===== config.mk =====
export PLATFORM = sky130hd
export DESIGN_NAME = quorum_register_client_unit
export DESIGN_NICKNAME = d
export VERILOG_FILES = /design/src/sv/qrc_pkg.sv /design/src/sv/quorum_register_client_unit.sv /design/src/sv/qrc_front.sv /design/src/sv/qrc_back.sv
export SDC_FILE = /design/constraint.sdc
export NUM_CORES = 1
export LEC_CHECK = 0
export BUFFER_PORTS_ARGS = -buffer_cell sky130_fd_sc_hd__buf_4
export CAP_MARGIN = 20
export CORE_UTILIZATION = 55
export CTS_CLUSTER_SIZE = 8
export DETAILED_ROUTE_END_ITERATION = 8
export GPL_ROUTABILITY_DRIVEN = 0
export PLACE_DENSITY = 0.75
export SLEW_MARGIN = 20
export SYNTH_ARGS = -nofsm -noshare
export SYNTH_HDL_FRONTEND = slang
export SYNTH_SLANG_ARGS = --single-unit

===== constraint.sdc =====
create_clock -name clk -period 15.8 [get_ports clk]
set_input_delay 2.37 -clock clk [delete_from_list [all_inputs] [get_ports clk]]
set_output_delay 2.37 -clock clk [all_outputs]
set_load 0.01 [all_outputs]

===== src/sv/qrc_pkg.sv =====
package qrc_pkg;

  localparam int VAL_W       = 32;
  localparam int TALLY_W     = 8;
  localparam int IN_TDATA_W  = 128;
  localparam int OUT_TDATA_W = 168;
  localparam int OUT_TUSER_W = 2;
  localparam int CFG_IDX_W   = 2;
  localparam int CFG_DATA_W  = 32;

  localparam logic [CFG_IDX_W-1:0] CFG_READER_ROLE     = 2'd0;
  localparam logic [CFG_IDX_W-1:0] CFG_SERVER_COUNT    = 2'd1;
  localparam logic [CFG_IDX_W-1:0] CFG_FAILURE_BOUND   = 2'd2;
  localparam logic [CFG_IDX_W-1:0] CFG_OPERATION_LIMIT = 2'd3;

  localparam logic ACT_INVOKE = 1'b0;
  localparam logic ACT_REPLY  = 1'b1;

  localparam logic KIND_QUERY = 1'b0;
  localparam logic KIND_WRITE = 1'b1;

  localparam logic [TALLY_W-1:0] TALLY_MAX = '1;
  localparam logic [VAL_W-1:0]   COUNT_MAX = '1;

  typedef enum logic [1:0] {
    PH_IDLE = 2'd0,
    PH_ONE  = 2'd1,
    PH_TWO  = 2'd2
  } phase_t;

  typedef struct packed {
    logic             is_reply;
    logic [VAL_W-1:0] write_value;
    logic [VAL_W-1:0] reply_ts;
    logic [VAL_W-1:0] reply_value;
    logic [VAL_W-1:0] reply_counter;
  } item_t;

  typedef struct packed {
    logic             send_valid;
    logic             send_kind;
    logic [VAL_W-1:0] send_ts;
    logic [VAL_W-1:0] send_value;
    logic [VAL_W-1:0] send_counter;
    logic             op_complete;
    logic [VAL_W-1:0] result_ts;
    logic [VAL_W-1:0] result_value;
    logic             refused;
  } result_t;

  typedef struct packed {
    logic                  we;
    logic [CFG_IDX_W-1:0]  index;
    logic [CFG_DATA_W-1:0] data;
  } cfg_write_t;

endpackage


===== src/sv/quorum_register_client_unit.sv =====
// Quorum register client: client side of a quorum-replicated atomic register.
// s_axis carries invokes (tuser = 0) and server replies (tuser = 1).
// m_axis returns exactly one result word per accepted input word.
// Config port: cfg_we / cfg_index / cfg_data write reader_role (0),
// server_count (1), failure_bound (2), operation_limit (3); a write takes
// effect at the clock edge it is seen; the user must write only while the
// block is idle, and the block itself does not enforce this. A word passes
// through the 2-entry input queue and then the registered result stage.
// Throughput: one word per cycle while m_axis_tready is high; the protocol
// state update (compares, increments, phase change) is combinational in the
// back end. When m_axis_tready is low, the result holds and the input queue
// absorbs up to two more words before s_axis_tready drops.
// Synchronous reset clears phase, tally, timestamp, value, counters and the
// queues, and restores configuration defaults (writer, 1 server, 0 failures,
// limit 100).
module quorum_register_client_unit #(
  parameter int unsigned SERVER_LIMIT = 255
) (
  input  logic                                clk,
  input  logic                                rst,
  input  logic                                s_axis_tvalid,
  output logic                                s_axis_tready,
  // write_value, reply_ts, reply_value, reply_counter
  input  logic [qrc_pkg::IN_TDATA_W-1:0]      s_axis_tdata,
  // action
  input  logic                                s_axis_tuser,
  output logic                                m_axis_tvalid,
  input  logic                                m_axis_tready,
  // send_ts, send_value, send_counter, op_complete, result_ts, result_value,
  // refused, zero pad
  output logic [qrc_pkg::OUT_TDATA_W-1:0]     m_axis_tdata,
  // send_valid, send_kind
  output logic [qrc_pkg::OUT_TUSER_W-1:0]     m_axis_tuser,
  input  logic                                cfg_we,
  input  logic [qrc_pkg::CFG_IDX_W-1:0]       cfg_index,
  input  logic [qrc_pkg::CFG_DATA_W-1:0]      cfg_data
);
  import qrc_pkg::*;

  item_t      item;
  logic       item_valid;
  logic       item_ready;
  result_t    res;
  cfg_write_t cfg;

  assign cfg.we    = cfg_we;
  assign cfg.index = cfg_index;
  assign cfg.data  = cfg_data;

  qrc_front u_front (
    .clk        (clk),
    .rst        (rst),
    .in_valid   (s_axis_tvalid),
    .in_ready   (s_axis_tready),
    .in_data    (s_axis_tdata),
    .in_action  (s_axis_tuser),
    .item_valid (item_valid),
    .item_ready (item_ready),
    .item       (item)
  );

  qrc_back #(
    .SERVER_LIMIT (SERVER_LIMIT)
  ) u_back (
    .clk        (clk),
    .rst        (rst),
    .cfg        (cfg),
    .item_valid (item_valid),
    .item_ready (item_ready),
    .item       (item),
    .res_valid  (m_axis_tvalid),
    .res_ready  (m_axis_tready),
    .res        (res)
  );

  assign m_axis_tdata = {6'b0, res.refused, res.result_value, res.result_ts,
                         res.op_complete, res.send_counter, res.send_value,
                         res.send_ts};
  assign m_axis_tuser = {res.send_kind, res.send_valid};

endmodule


===== src/sv/qrc_front.sv =====
module qrc_front (
  input  logic                          clk,
  input  logic                          rst,
  input  logic                          in_valid,
  output logic                          in_ready,
  input  logic [qrc_pkg::IN_TDATA_W-1:0] in_data,
  input  logic                          in_action,
  output logic                          item_valid,
  input  logic                          item_ready,
  output qrc_pkg::item_t                item
);
  import qrc_pkg::*;

  item_t       slots [2];
  logic        wr_ptr;
  logic        rd_ptr;
  logic [1:0]  count;
  logic        push;
  logic        pop;
  item_t       decoded;

  always_comb begin
    decoded.is_reply      = (in_action == ACT_REPLY);
    decoded.write_value   = in_data[VAL_W-1:0];
    decoded.reply_ts      = in_data[2*VAL_W-1:VAL_W];
    decoded.reply_value   = in_data[3*VAL_W-1:2*VAL_W];
    decoded.reply_counter = in_data[4*VAL_W-1:3*VAL_W];
  end

  assign in_ready   = (count != 2'd2);
  assign item_valid = (count != 2'd0);
  assign item       = slots[rd_ptr];
  assign push       = in_valid && in_ready;
  assign pop        = item_valid && item_ready;

  always_ff @(posedge clk) begin
    if (push) begin
      slots[wr_ptr] <= decoded;
    end
  end

  always_ff @(posedge clk) begin
    if (rst) begin
      wr_ptr <= 1'b0;
      rd_ptr <= 1'b0;
      count  <= 2'd0;
    end else begin
      if (push) begin
        wr_ptr <= ~wr_ptr;
      end
      if (pop) begin
        rd_ptr <= ~rd_ptr;
      end
      case ({push, pop})
        2'b10:   count <= count + 2'd1;
        2'b01:   count <= count - 2'd1;
        default: count <= count;
      endcase
    end
  end

endmodule


===== src/sv/qrc_back.sv =====
module qrc_back #(
  parameter int unsigned SERVER_LIMIT = 255
) (
  input  logic                clk,
  input  logic                rst,
  input  qrc_pkg::cfg_write_t cfg,
  input  logic                item_valid,
  output logic                item_ready,
  input  qrc_pkg::item_t      item,
  output logic                res_valid,
  input  logic                res_ready,
  output qrc_pkg::result_t    res
);
  import qrc_pkg::*;

  localparam int unsigned SLIM = (SERVER_LIMIT > 255) ? 255 : SERVER_LIMIT;

  logic               reader_role;
  logic [7:0]         server_count;
  logic [7:0]         failure_bound;
  logic [VAL_W-1:0]   operation_limit;

  phase_t             phase, phase_next;
  logic [TALLY_W-1:0] reply_tally, reply_tally_next;
  logic [VAL_W-1:0]   local_ts, local_ts_next;
  logic [VAL_W-1:0]   local_value, local_value_next;
  logic [VAL_W-1:0]   sent_counter, sent_counter_next;
  logic [VAL_W-1:0]   invoked_count, invoked_count_next;

  logic [7:0]         servers;
  logic [7:0]         quorum;
  logic [TALLY_W-1:0] tally_inc;
  logic               take;
  result_t            res_next;

  assign servers   = (server_count > 8'(SLIM)) ? 8'(SLIM) : server_count;
  assign quorum    = (failure_bound >= servers) ? 8'd1 : servers - failure_bound;
  assign tally_inc = (reply_tally != TALLY_MAX) ? reply_tally + 1'b1 : reply_tally;

  assign item_ready = !res_valid || res_ready;
  assign take       = item_valid && item_ready;

  always_ff @(posedge clk) begin
    if (rst) begin
      reader_role     <= 1'b0;
      server_count    <= 8'd1;
      failure_bound   <= 8'd0;
      operation_limit <= 32'd100;
    end else if (cfg.we) begin
      case (cfg.index)
        CFG_READER_ROLE:     reader_role     <= cfg.data[0];
        CFG_SERVER_COUNT:    server_count    <= cfg.data[7:0];
        CFG_FAILURE_BOUND:   failure_bound   <= cfg.data[7:0];
        CFG_OPERATION_LIMIT: operation_limit <= cfg.data[VAL_W-1:0];
        default: ;
      endcase
    end
  end

  always_comb begin
    phase_next         = phase;
    reply_tally_next   = reply_tally;
    local_ts_next      = local_ts;
    local_value_next   = local_value;
    sent_counter_next  = sent_counter;
    invoked_count_next = invoked_count;
    res_next           = '0;

    if (!item.is_reply) begin
      if (invoked_count != COUNT_MAX) begin
        invoked_count_next = invoked_count + 1'b1;
      end
      if (invoked_count_next > operation_limit) begin
        res_next.refused = 1'b1;
      end else begin
        phase_next        = PH_ONE;
        reply_tally_next  = '0;
        sent_counter_next = sent_counter + 1'b1;
        if (!reader_role) begin
          local_ts_next    = local_ts + 1'b1;
          local_value_next = item.write_value;
        end
        res_next.send_valid   = 1'b1;
        res_next.send_kind    = reader_role ? KIND_QUERY : KIND_WRITE;
        res_next.send_ts      = local_ts_next;
        res_next.send_value   = local_value_next;
        res_next.send_counter = sent_counter_next;
      end
    end else if (item.reply_counter != sent_counter || phase == PH_IDLE) begin
      res_next.refused = 1'b1;
    end else begin
      reply_tally_next = tally_inc;
      if (!reader_role) begin
        if (tally_inc >= quorum) begin
          phase_next           = PH_IDLE;
          res_next.op_complete = 1'b1;
        end
      end else begin
        case (phase)
          PH_ONE: begin
            if (local_ts < item.reply_ts) begin
              local_ts_next    = item.reply_ts;
              local_value_next = item.reply_value;
            end
            if (tally_inc >= quorum) begin
              phase_next            = PH_TWO;
              reply_tally_next      = '0;
              sent_counter_next     = sent_counter + 1'b1;
              res_next.send_valid   = 1'b1;
              res_next.send_kind    = KIND_WRITE;
              res_next.send_ts      = local_ts_next;
              res_next.send_value   = local_value_next;
              res_next.send_counter = sent_counter_next;
            end
          end
          PH_TWO: begin
            if (tally_inc >= quorum) begin
              phase_next           = PH_IDLE;
              res_next.op_complete = 1'b1;
            end
          end
          default: ;
        endcase
      end
    end

    res_next.result_ts    = local_ts_next;
    res_next.result_value = local_value_next;
  end

  always_ff @(posedge clk) begin
    if (rst) begin
      phase         <= PH_IDLE;
      reply_tally   <= '0;
      local_ts      <= '0;
      local_value   <= '0;
      sent_counter  <= '0;
      invoked_count <= '0;
    end else if (take) begin
      phase         <= phase_next;
      reply_tally   <= reply_tally_next;
      local_ts      <= local_ts_next;
      local_value   <= local_value_next;
      sent_counter  <= sent_counter_next;
      invoked_count <= invoked_count_next;
    end
  end

  always_ff @(posedge clk) begin
    if (rst) begin
      res_valid <= 1'b0;
    end else if (take) begin
      res_valid <= 1'b1;
    end else if (res_ready) begin
      res_valid <= 1'b0;
    end
  end

  always_ff @(posedge clk) begin
    if (take) begin
      res <= res_next;
    end
  end

endmodule


==> results of run 1 <==
## worst max path at each step
stage,slack [ps],depth (start not counted),to
after floorplan,6400,9,u_front.count[1]$_SDFFE_PP0P_
after global placement,9410,17,u_back.res[57]$_DFFE_PP_
after detailed placement,9080,17,u_back.local_value[16]$_SDFFE_PP0P_
after CTS,9050,17,u_back.local_value[16]$_SDFFE_PP0P_
after global routing,8730,18,u_back.sent_counter[24]$_SDFFE_PP0P_
final,9210,18,u_back.sent_counter[24]$_SDFFE_PP0P_
## layout make-up
cell class / count / share of cell area, %
flip-flops and latches: 615 / 47.72
diodes: 4 / 0.02888
inverters: 61 / 0.6858
well taps: 680 / 2.455
repair buffers: 365 / 7.999
clock inverters: 5 / 0.4043
clock buffers: 147 / 6.992
multi-input cells: 1819 / 33.72
## state kept, by name, summed over array words and instances, names as in the netlist, 2 cells and up, named ones only
signal                  cells
u_back.failure_bound        8
u_back.invoked_count       32
u_back.local_ts            32
u_back.local_value         32
u_back.operation_limit     32
u_back.phase                2
u_back.reply_tally          8
u_back.res                164
u_back.sent_counter        32
u_back.server_count         8
u_front.count               2
u_front.slots             258
## worst min-delay path: stages (launching register included)
cell	delay (ps)
sky130_fd_sc_hd__dfxtp_1	300
sky130_fd_sc_hd__nand2_1	50
sky130_fd_sc_hd__a21oi_1	50
## metrics by stage
step	hold slack (ps)	instances	total power, W	util (%)	cell area, sq um
2_1_floorplan	436.3	2663	0.003319	-	29070
3_3_place_gp	444.9	3538	0.003913	61.92	32020
3_5_place_dp	450.5	3538	0.003967	61.93	32030
4_1_cts	457.0	3690	0.005713	66.89	34590
5_1_grt	475.4	3692	0.005942	67.00	34650
6_report	456.2	3696	0.005717	67.02	34660
## power by group through the flow
| stage | Clock (W) | Sequential [W] | Combinational (W) |
|---|---|---|---|
| 2_1_floorplan | 0 | 0.00246 | 0.000863 |
| 3_3_place_gp | 0 | 0.00238 | 0.00153 |
| 3_5_place_dp | 0 | 0.00239 | 0.00158 |
| 4_1_cts | 0.00176 | 0.00237 | 0.00158 |
| 5_1_grt | 0.00183 | 0.00240 | 0.00172 |
| 6_report | 0.00174 | 0.00237 | 0.00160 |
## layout by cell type (no fill, tap or decap), types with 23 or more instances in the layout
cell type / count
sky130_fd_sc_hd__clkbuf_16: 88
sky130_fd_sc_hd__nor2_1: 160
sky130_fd_sc_hd__nor3_1: 28
sky130_fd_sc_hd__o211ai_1: 79
sky130_fd_sc_hd__a22oi_1: 49
sky130_fd_sc_hd__inv_1: 58
sky130_fd_sc_hd__nand4_1: 39
sky130_fd_sc_hd__edfxtp_1: 422
sky130_fd_sc_hd__xnor2_1: 80
sky130_fd_sc_hd__nor4_1: 25
sky130_fd_sc_hd__dfxtp_1: 192
sky130_fd_sc_hd__buf_4: 363
sky130_fd_sc_hd__o21ai_0: 208
sky130_fd_sc_hd__a31oi_1: 36
sky130_fd_sc_hd__or3_1: 50
sky130_fd_sc_hd__nand2_1: 302
sky130_fd_sc_hd__xor2_1: 48
sky130_fd_sc_hd__mux2i_1: 144
sky130_fd_sc_hd__a21oi_1: 146
sky130_fd_sc_hd__nand3_1: 77
sky130_fd_sc_hd__and3_1: 23
sky130_fd_sc_hd__clkbuf_1: 59
sky130_fd_sc_hd__ha_1: 84
## logic make-up (layout without fill, tap and decap cells)
| family | after synthesis | count (layout) | share of synthesized area, % |
|---|---|---|---|
| AO/OA/AOI/OAI | 628 | 628 | 13.31 |
| adder cells (fa/ha/maj) | 85 | 85 | 3.687 |
| buffers and inverters | 229 | 578 | 3.247 |
| AND/OR/NAND/NOR | 812 | 812 | 13.38 |
| other | 1 | 10 | 0.01291 |
| XOR/XNOR | 128 | 128 | 3.859 |
| multiplexers | 160 | 160 | 5.582 |
| flip-flops | 615 | 615 | 56.92 |
## per-layer routing
| layer | routed length [microns] | global-route usage (%) |
|---|---|---|
| met2 | 37530 | 46.95 |
| met1 | 32000 | 38.54 |
| met4 | 3208 | 12.77 |
| met3 | 7832 | 7.060 |
| met5 | 88 | 0 |
==> load_flow_metrics.sql, run 1 <==
INSERT INTO impl_metrics (metric_group, metric, value, unit) VALUES
('sta', 'max_clock_freq', '0.1518', 'GHz'),
('critical_path', 'rrSetupSlack', '9210', 'ps'),
('floorplanning', 'io-pin-count', '340', ''),
('sta', 'setup_violations', '0', ''),
('cells_and_area', 'register_area', '16540', 'sq um'),
('hold_path', 'hold_path.startpoint', 'u_back.operation_limit[13]$_SDFFE_PP0P_', ''),
('power_and_ir_drop', 'highest_ir_drop_seen_on_vdd', '0.1182', 'mV'),
('synth', 'syn_inst', '2658', ''),
('run_status', 'run_status', 'finished clean', ''),
('sta', 'timing.slew.headroom', '24.35', '%'),
('grt', 'initial_antenna_violation_count', '9', ''),
('drt', 'detail-route-antenna-nets', '0', ''),
('sta', 'fraction_of_the_cycle_the_final_worst_path_needs', '41.69', '%'),
('power_and_ir_drop', 'power.static_leakage', '12.72', 'nW'),
('placement', 'post-dp-hpwl', '51670', 'microns'),
('power_and_ir_drop', 'clkPwrFrac', '30.4', '%'),
('synth', 'yosysUniqueCellTypes', '77', ''),
('critical_path', 'crit_path_max_incr_delay', '660', 'ps'),
('clock_network', 'cts_hold_repair.buffers', '0', ''),
('synth', 'ys_seq_elements', '615', ''),
('clock_network', 'clk_transition_reported_paths', '50', 'ps'),
('synth', 'yosysMostFrequentCell', 'sky130_fd_sc_hd__edfxtp_1', ''),
('job', 'drv.max_cap_violation_count', '0', ''),
('synth', 'ys_async_rst_share', '0', '%'),
('critical_path', 'crit_path_top_delay_cell', 'sky130_fd_sc_hd__buf_4', ''),
('drt', 'drtPass1Iterations', '6', ''),
('hold_path', 'holdPathStages', '2', ''),
('floorplanning', 'chipWidth', '231.8', 'microns'),
('clock_network', 'htree_levels', '3', ''),
('clock_network', 'number_of_buffers_on_the_longest_clock_path', '3', ''),
('power_and_ir_drop', 'p_sw_share', '33.99', '%'),
('drt', 'drt-wirelength-per-cell', '21.82', 'microns'),
('cells_and_area', 'filler_cell_count', '3861', ''),
('synth', 'synth.top_cells.by_area', 'sky130_fd_sc_hd__edfxtp_1 44%, sky130_fd_sc_hd__dfxtp_1 13%, sky130_fd_sc_hd__mux2i_1 5.0%', ''),
('critical_path', 'critPathKind', 'reg -> reg', ''),
('synth', 'synth_commonest_cells', '422 x sky130_fd_sc_hd__edfxtp_1, 302 x sky130_fd_sc_hd__nand2_1, 209 x sky130_fd_sc_hd__o21ai_0', ''),
('clock_network', 'worstSkewPairLatency', '650', 'ps'),
('placement', 'port-buffer-count', '333', ''),
('floorplanning', 'placement_rows', '83', ''),
('hold_path', 'hold-path-endpoint', 'u_back.operation_limit[13]$_SDFFE_PP0P_', ''),
('floorplanning', 'fp.coreArea', '51720', 'sq um'),
('power_and_ir_drop', 'seq_power_share', '41.5', '%'),
('synth', 'synthesis.area', '29050', 'sq um'),
('grt', 'grt_overflow_total', '0', ''),
('grt', 'via_count_of_the_first_global_routing_pass', '22090', ''),
('critical_path', 'rr_endpoint', 'u_back.sent_counter[24]$_SDFFE_PP0P_', ''),
('critical_path', 'worstPathRequired', '16320', 'ps'),
('critical_path', 'worst_path_dominant_cell_family', 'simple AND/OR/NAND/NOR gates', ''),
('synth', 'number_of_warnings_reported_in_the_yosys_synthesis_log', '0', ''),
('floorplanning', 'floorplan.initialDensity', '56.17', '%'),
('floorplanning', 'die_h', '231.8', 'microns'),
('critical_path', 'critical_path.startpoint', 'u_back.invoked_count[20]$_SDFFE_PP0P_', ''),
('synth', 'synth_top_cell_area_share', '43.62', '%'),
('grt', 'first_pass_grt_wire_length', '122200', 'microns'),
('sta', 'period_minus_ws_final', '6588', 'ps'),
('clock_network', 'post_cts_setup_driven_buffer_insertion_count', '0', ''),
('drt', 'routed_wirelength', '80660', 'microns'),
('synth', 'mean_instance_size_in_the_synthesized_netlist', '10.93', 'sq um'),
('clock_network', 'cts_tree', 'yes', ''),
('clock_network', 'tritoncts.num_buffers', '86', ''),
('drt', 'dr.first_iter.drc_count', '2511', ''),
('critical_path', 'critPathLaunchType', 'flop', ''),
('sta', 'fin_skew', '22.95', 'ps'),
('drt', 'remaining_drc_errors', '0', ''),
('synth', 'yosys_most_used_dff', 'sky130_fd_sc_hd__edfxtp_1', ''),
('power_and_ir_drop', 'p_per_area', '164.9', 'nW/um^2'),
('cells_and_area', 'finish.net_count', '3201', ''),
('cells_and_area', 'area_of_the_multi_input_gates', '11690', 'sq um'),
('sta', 'hold_viol_final', '0', ''),
('critical_path', 'critPathBufInv', '2', ''),
('drt', 'overall_via_count_from_detail_route', '22750', '');
No activity file was read; power rests on OpenSTA's default activity.
==> run 2, diff against run 1 <==
--- a/config.mk
+++ b/config.mk
@@ -7,7 +7,7 @@
 export LEC_CHECK = 0
 export BUFFER_PORTS_ARGS = -buffer_cell sky130_fd_sc_hd__buf_4
 export CAP_MARGIN = 20
-export CORE_UTILIZATION = 55
+export CORE_UTILIZATION = 53
 export CTS_CLUSTER_SIZE = 8
 export DETAILED_ROUTE_END_ITERATION = 8
 export GPL_ROUTABILITY_DRIVEN = 0
==> constraint.sdc (replaced) <==
create_clock -name clk -period 5.28 [get_ports clk]
set_input_delay 0.792 -clock clk [delete_from_list [all_inputs] [get_ports clk]]
set_output_delay 0.792 -clock clk [all_outputs]
set_load 0.01 [all_outputs]
==> load_flow_metrics.sql, run 2 (synthesized netlist as in run 1, its figures left out) <==
INSERT INTO impl_metrics (metric_group, metric, value, unit) VALUES
('grt', 'met1_track_usage_gr', '36.68', '%'),
('hold_path', 'hold_path.startpoint', 's_axis_tdata[91]', ''),
('power_and_ir_drop', 'internal-power', '0.01139', 'W'),
('critical_path', 'critPathLaunchType', 'flop', ''),
('critical_path', 'crit_chain', 'and4_2, or4b_4, nor4_4, nor3b_2, and3_1, nand3_1, xnor2_1, ha_1, nand4_1, nor4_4, a21bo_2, a311o_1, and3_4, a21oi_4, buf_12, a22oi_1, a31oi_1', ''),
('drt', 'via_per_inst', '6.087', ''),
('grt', 'globalRouteMet2Util', '45.60', '%'),
('cells_and_area', 'filler_cell_count', '4122', ''),
('floorplanning', 'chipWidth', '236.1', 'microns'),
('clock_network', 'cts_root_buffer', 'sky130_fd_sc_hd__clkbuf_16', ''),
('cells_and_area', 'postLayoutCellArea', '34980', 'sq um'),
('power_and_ir_drop', 'power_switching', '0.005737', 'W'),
('critical_path', 'critPathArrivalTime', '5590', 'ps'),
('cells_and_area', 'largest_reg_flops', '258', ''),
('power_and_ir_drop', 'total_power', '0.01712', 'W'),
('critical_path', 'critPathBufInv', '1', ''),
('grt', 'grtUsageTotal', '28.57', '%'),
('drt', 'routed_wirelength', '80570', 'microns'),
('power_and_ir_drop', 'power.static_leakage', '12.89', 'nW'),
('grt', 'largest_net_degree_at_the_start_of_global_routing', '130', ''),
('critical_path', 'worst_path_dominant_cell_family', 'simple AND/OR/NAND/NOR gates', ''),
('sta', 'fin_skew', '42.52', 'ps'),
('clock_network', 'htree_levels', '3', ''),
('critical_path', 'rrSetupSlack', '250', 'ps'),
('grt', 'via_count_of_the_first_global_routing_pass', '22350', ''),
('run_status', 'run_status', 'finished clean', ''),
('cells_and_area', 'layout_cells_sized_above_1', '18.00', '%'),
('floorplanning', 'placement_rows', '85', ''),
('power_and_ir_drop', 'p_sw_share', '33.51', '%'),
('cells_and_area', 'final_util', '64.74', '%'),
('power_and_ir_drop', 'clkPwrFrac', '30.2', '%'),
('hold_path', 'holdPathStages', '1', ''),
('critical_path', 'worst_r2r_path_depth', '17', ''),
('cells_and_area', 'most_frequent_standard_cell_in_the_layout_excluding_fill_and_tap_cells', 'sky130_fd_sc_hd__edfxtp_1', ''),
('critical_path', 'worstPathRequired', '5840', 'ps'),
('critical_path', 'crit-reg2reg-launch', 'u_back.invoked_count[22]$_SDFFE_PP0P_', ''),
('critical_path', 'critical_path.most_common_cell', 'sky130_fd_sc_hd__nor4_4', ''),
('floorplanning', 'fp.coreArea', '54030', 'sq um'),
('clock_network', 'worstSkewPairLatency', '650', 'ps'),
('floorplanning', 'die_h', '236.1', 'microns'),
('cells_and_area', 'reg.largest.list', 'u_front.slots (258), u_back.res (164)', ''),
('clock_network', 'number_of_buffers_on_the_longest_clock_path', '3', ''),
('drt', 'drtPass1Iterations', '8', ''),
('cells_and_area', 'finish.net_count', '3225', ''),
('cells_and_area', 'syn_to_final_growth', '20.40', '%'),
('clock_network', 'tritoncts.num_buffers', '86', ''),
('sta', 'fraction_of_the_cycle_the_final_worst_path_needs', '95.28', '%'),
('hold_path', 'timing.hold.worst.class', 'in -> reg', ''),
('clock_network', 'clk_transition_reported_paths', '50', 'ps'),
('critical_path', 'worst-path-max-fanout', '25', ''),
('power_and_ir_drop', 'power_frac_comb', '28.8', '%'),
('sta', 'max_slew.worst_pin.slew', '1138', 'ps'),
('job', 'drv.max_cap_violation_count', '0', ''),
('sta', 'timing.slew.headroom', '24.17', '%'),
('grt', 'gr-usage-met3', '7.771', '%'),
('floorplanning', 'floorplan.initialDensity', '53.77', '%'),
('critical_path', 'rr_endpoint', 'u_back.local_value[29]$_SDFFE_PP0P_', ''),
('critical_path', 'crit_path_max_incr_delay', '520', 'ps'),
('sta', 'hold_viol_final', '0', ''),
('drt', 'drt-wirelength-per-cell', '21.58', 'microns'),
('floorplanning', 'io-pin-count', '340', ''),
('critical_path', 'crit_path_top_delay_cell', 'sky130_fd_sc_hd__or4b_4', ''),
('critical_path', 'crit_path_end_kind', 'flop', ''),
('clock_network', 'cts_hold_repair.buffers', '0', ''),
('sta', 'period_minus_ws_final', '5031', 'ps'),
('drt', 'dr.first_iter.drc_count', '2224', ''),
('clock_network', 'cts_tree', 'yes', ''),
('sta', 'timing.hold.ws', '331.6', 'ps'),
('power_and_ir_drop', 'p_per_area', '489.6', 'nW/um^2'),
('placement', 'placedInstanceArea', '32310', 'sq um'),
('drt', 'overall_via_count_from_detail_route', '22720', ''),
('sta', 'setup_violations', '0', ''),
('cells_and_area', 'most_frequent_cells_in_the_layout', '422 x sky130_fd_sc_hd__edfxtp_1, 379 x sky130_fd_sc_hd__buf_4, 302 x sky130_fd_sc_hd__nand2_1', ''),
('placement', 'port-buffer-count', '333', ''),
('hold_path', 'hold-path-endpoint', 'u_front.slots[0][59]$_DFFE_PP_', ''),
('grt', 'grt_most_used_layer', 'met2', ''),
('sta', 'report.final.slew_viol_count', '0', ''),
('grt', 'first_pass_grt_wire_length', '124100', 'microns'),
('grt', 'initial_antenna_violation_count', '7', ''),
('drt', 'detail-route-antenna-nets', '0', ''),
('sta', 'max_clock_freq', '0.1988', 'GHz'),
('clock_network', 'cts_sinks', '615', ''),
('drt', 'remaining_drc_errors', '0', ''),
('power_and_ir_drop', 'seq_power_share', '41.0', '%'),
('grt', 'grt_overflow_total', '0', ''),
('floorplanning', 'die-area', '55750', 'sq um'),
('power_and_ir_drop', 'highest_ir_drop_seen_on_vdd', '0.4789', 'mV'),
('sta', 'totalNegativeSetupSlack', '0', 'ps'),
('placement', 'post-dp-hpwl', '52960', 'microns'),
('critical_path', 'critPathKind', 'reg -> reg', ''),
('cells_and_area', 'largest_register', 'u_front.slots', ''),
('clock_network', 'post_cts_setup_driven_buffer_insertion_count', '0', '');
run 2: final cells by class:
type | count | area [sq um] | share of cell area [%]
antenna | 4 | 10.01 | 0.02862
clock buffer | 144 | 2412 | 6.897
clock inverter | 5 | 136.4 | 0.3899
inverter | 61 | 237.7 | 0.6797
multi-input combinational | 1819 | 11730 | 33.53
sequential | 615 | 16540 | 47.30
tap | 696 | 870.8 | 2.490
timing repair buffer | 389 | 3038 | 8.686
run 2: metrics by stage:
step           std cells  setup slack [ps]
6_report            3733             249.1
5_1_grt             3731            -8.721
4_1_cts             3727             58.69
3_5_place_dp        3578             90.69
3_3_place_gp        3577            -33.47
2_1_floorplan       2663             154.0
run 2: power groups by stage:
| stage | Clock, W | Combinational (W) | Sequential [W] |
|---|---|---|---|
| 2_1_floorplan | 0 | 0.00258 | 0.00725 |
| 3_5_place_dp | 0 | 0.00483 | 0.00709 |
| 5_1_grt | 0.00545 | 0.00530 | 0.00711 |
| 4_1_cts | 0.00525 | 0.00485 | 0.00702 |
| 3_3_place_gp | 0 | 0.00469 | 0.00706 |
| 6_report | 0.00516 | 0.00493 | 0.00703 |
run 2: worst max-delay path by stage:
stage                                               start                                   end  slack, ps  cells after the start
finish              u_back.invoked_count[22]$_SDFFE_PP0P_   u_back.local_value[29]$_SDFFE_PP0P_        250                     17
global route        u_back.invoked_count[10]$_SDFFE_PP0P_  u_back.sent_counter[11]$_SDFFE_PP0P_         -9                     18
CTS                 u_back.invoked_count[19]$_SDFFE_PP0P_   u_back.local_value[29]$_SDFFE_PP0P_         60                     17
detailed placement  u_back.invoked_count[19]$_SDFFE_PP0P_   u_back.local_value[30]$_SDFFE_PP0P_         90                     17
global placement    u_back.invoked_count[19]$_SDFFE_PP0P_      u_back.local_ts[17]$_SDFFE_PP0P_        -30                     16
floorplan           u_back.invoked_count[20]$_SDFFE_PP0P_              u_back.res[89]$_DFFE_PP_        150                     20
run 2: per-layer routing:
layer	share of wire [%]	wire, microns
met2	47	37790
met1	40	32200
met5	0.060	48
met4	3.5	2821
met3	9.6	7713
run 2: timing repair:
item | CTS | global route
endpoints found under the hold margin | 0 | 0
gates resized for setup | 0 | 10
setup endpoints to repair | 0 | 211
run 2: worst reg2reg max path, delay by kind of cell (launching register included):
kind | cells | cell delay [ps]
AOI/OAI and AO/OA | 5 | 1400
xor gates and xnor gates | 1 | 80
adders and majority gates | 1 | 320
buffers and inverters | 1 | 270
DFF | 1 | 380
and+or+nand+nor | 9 | 2520
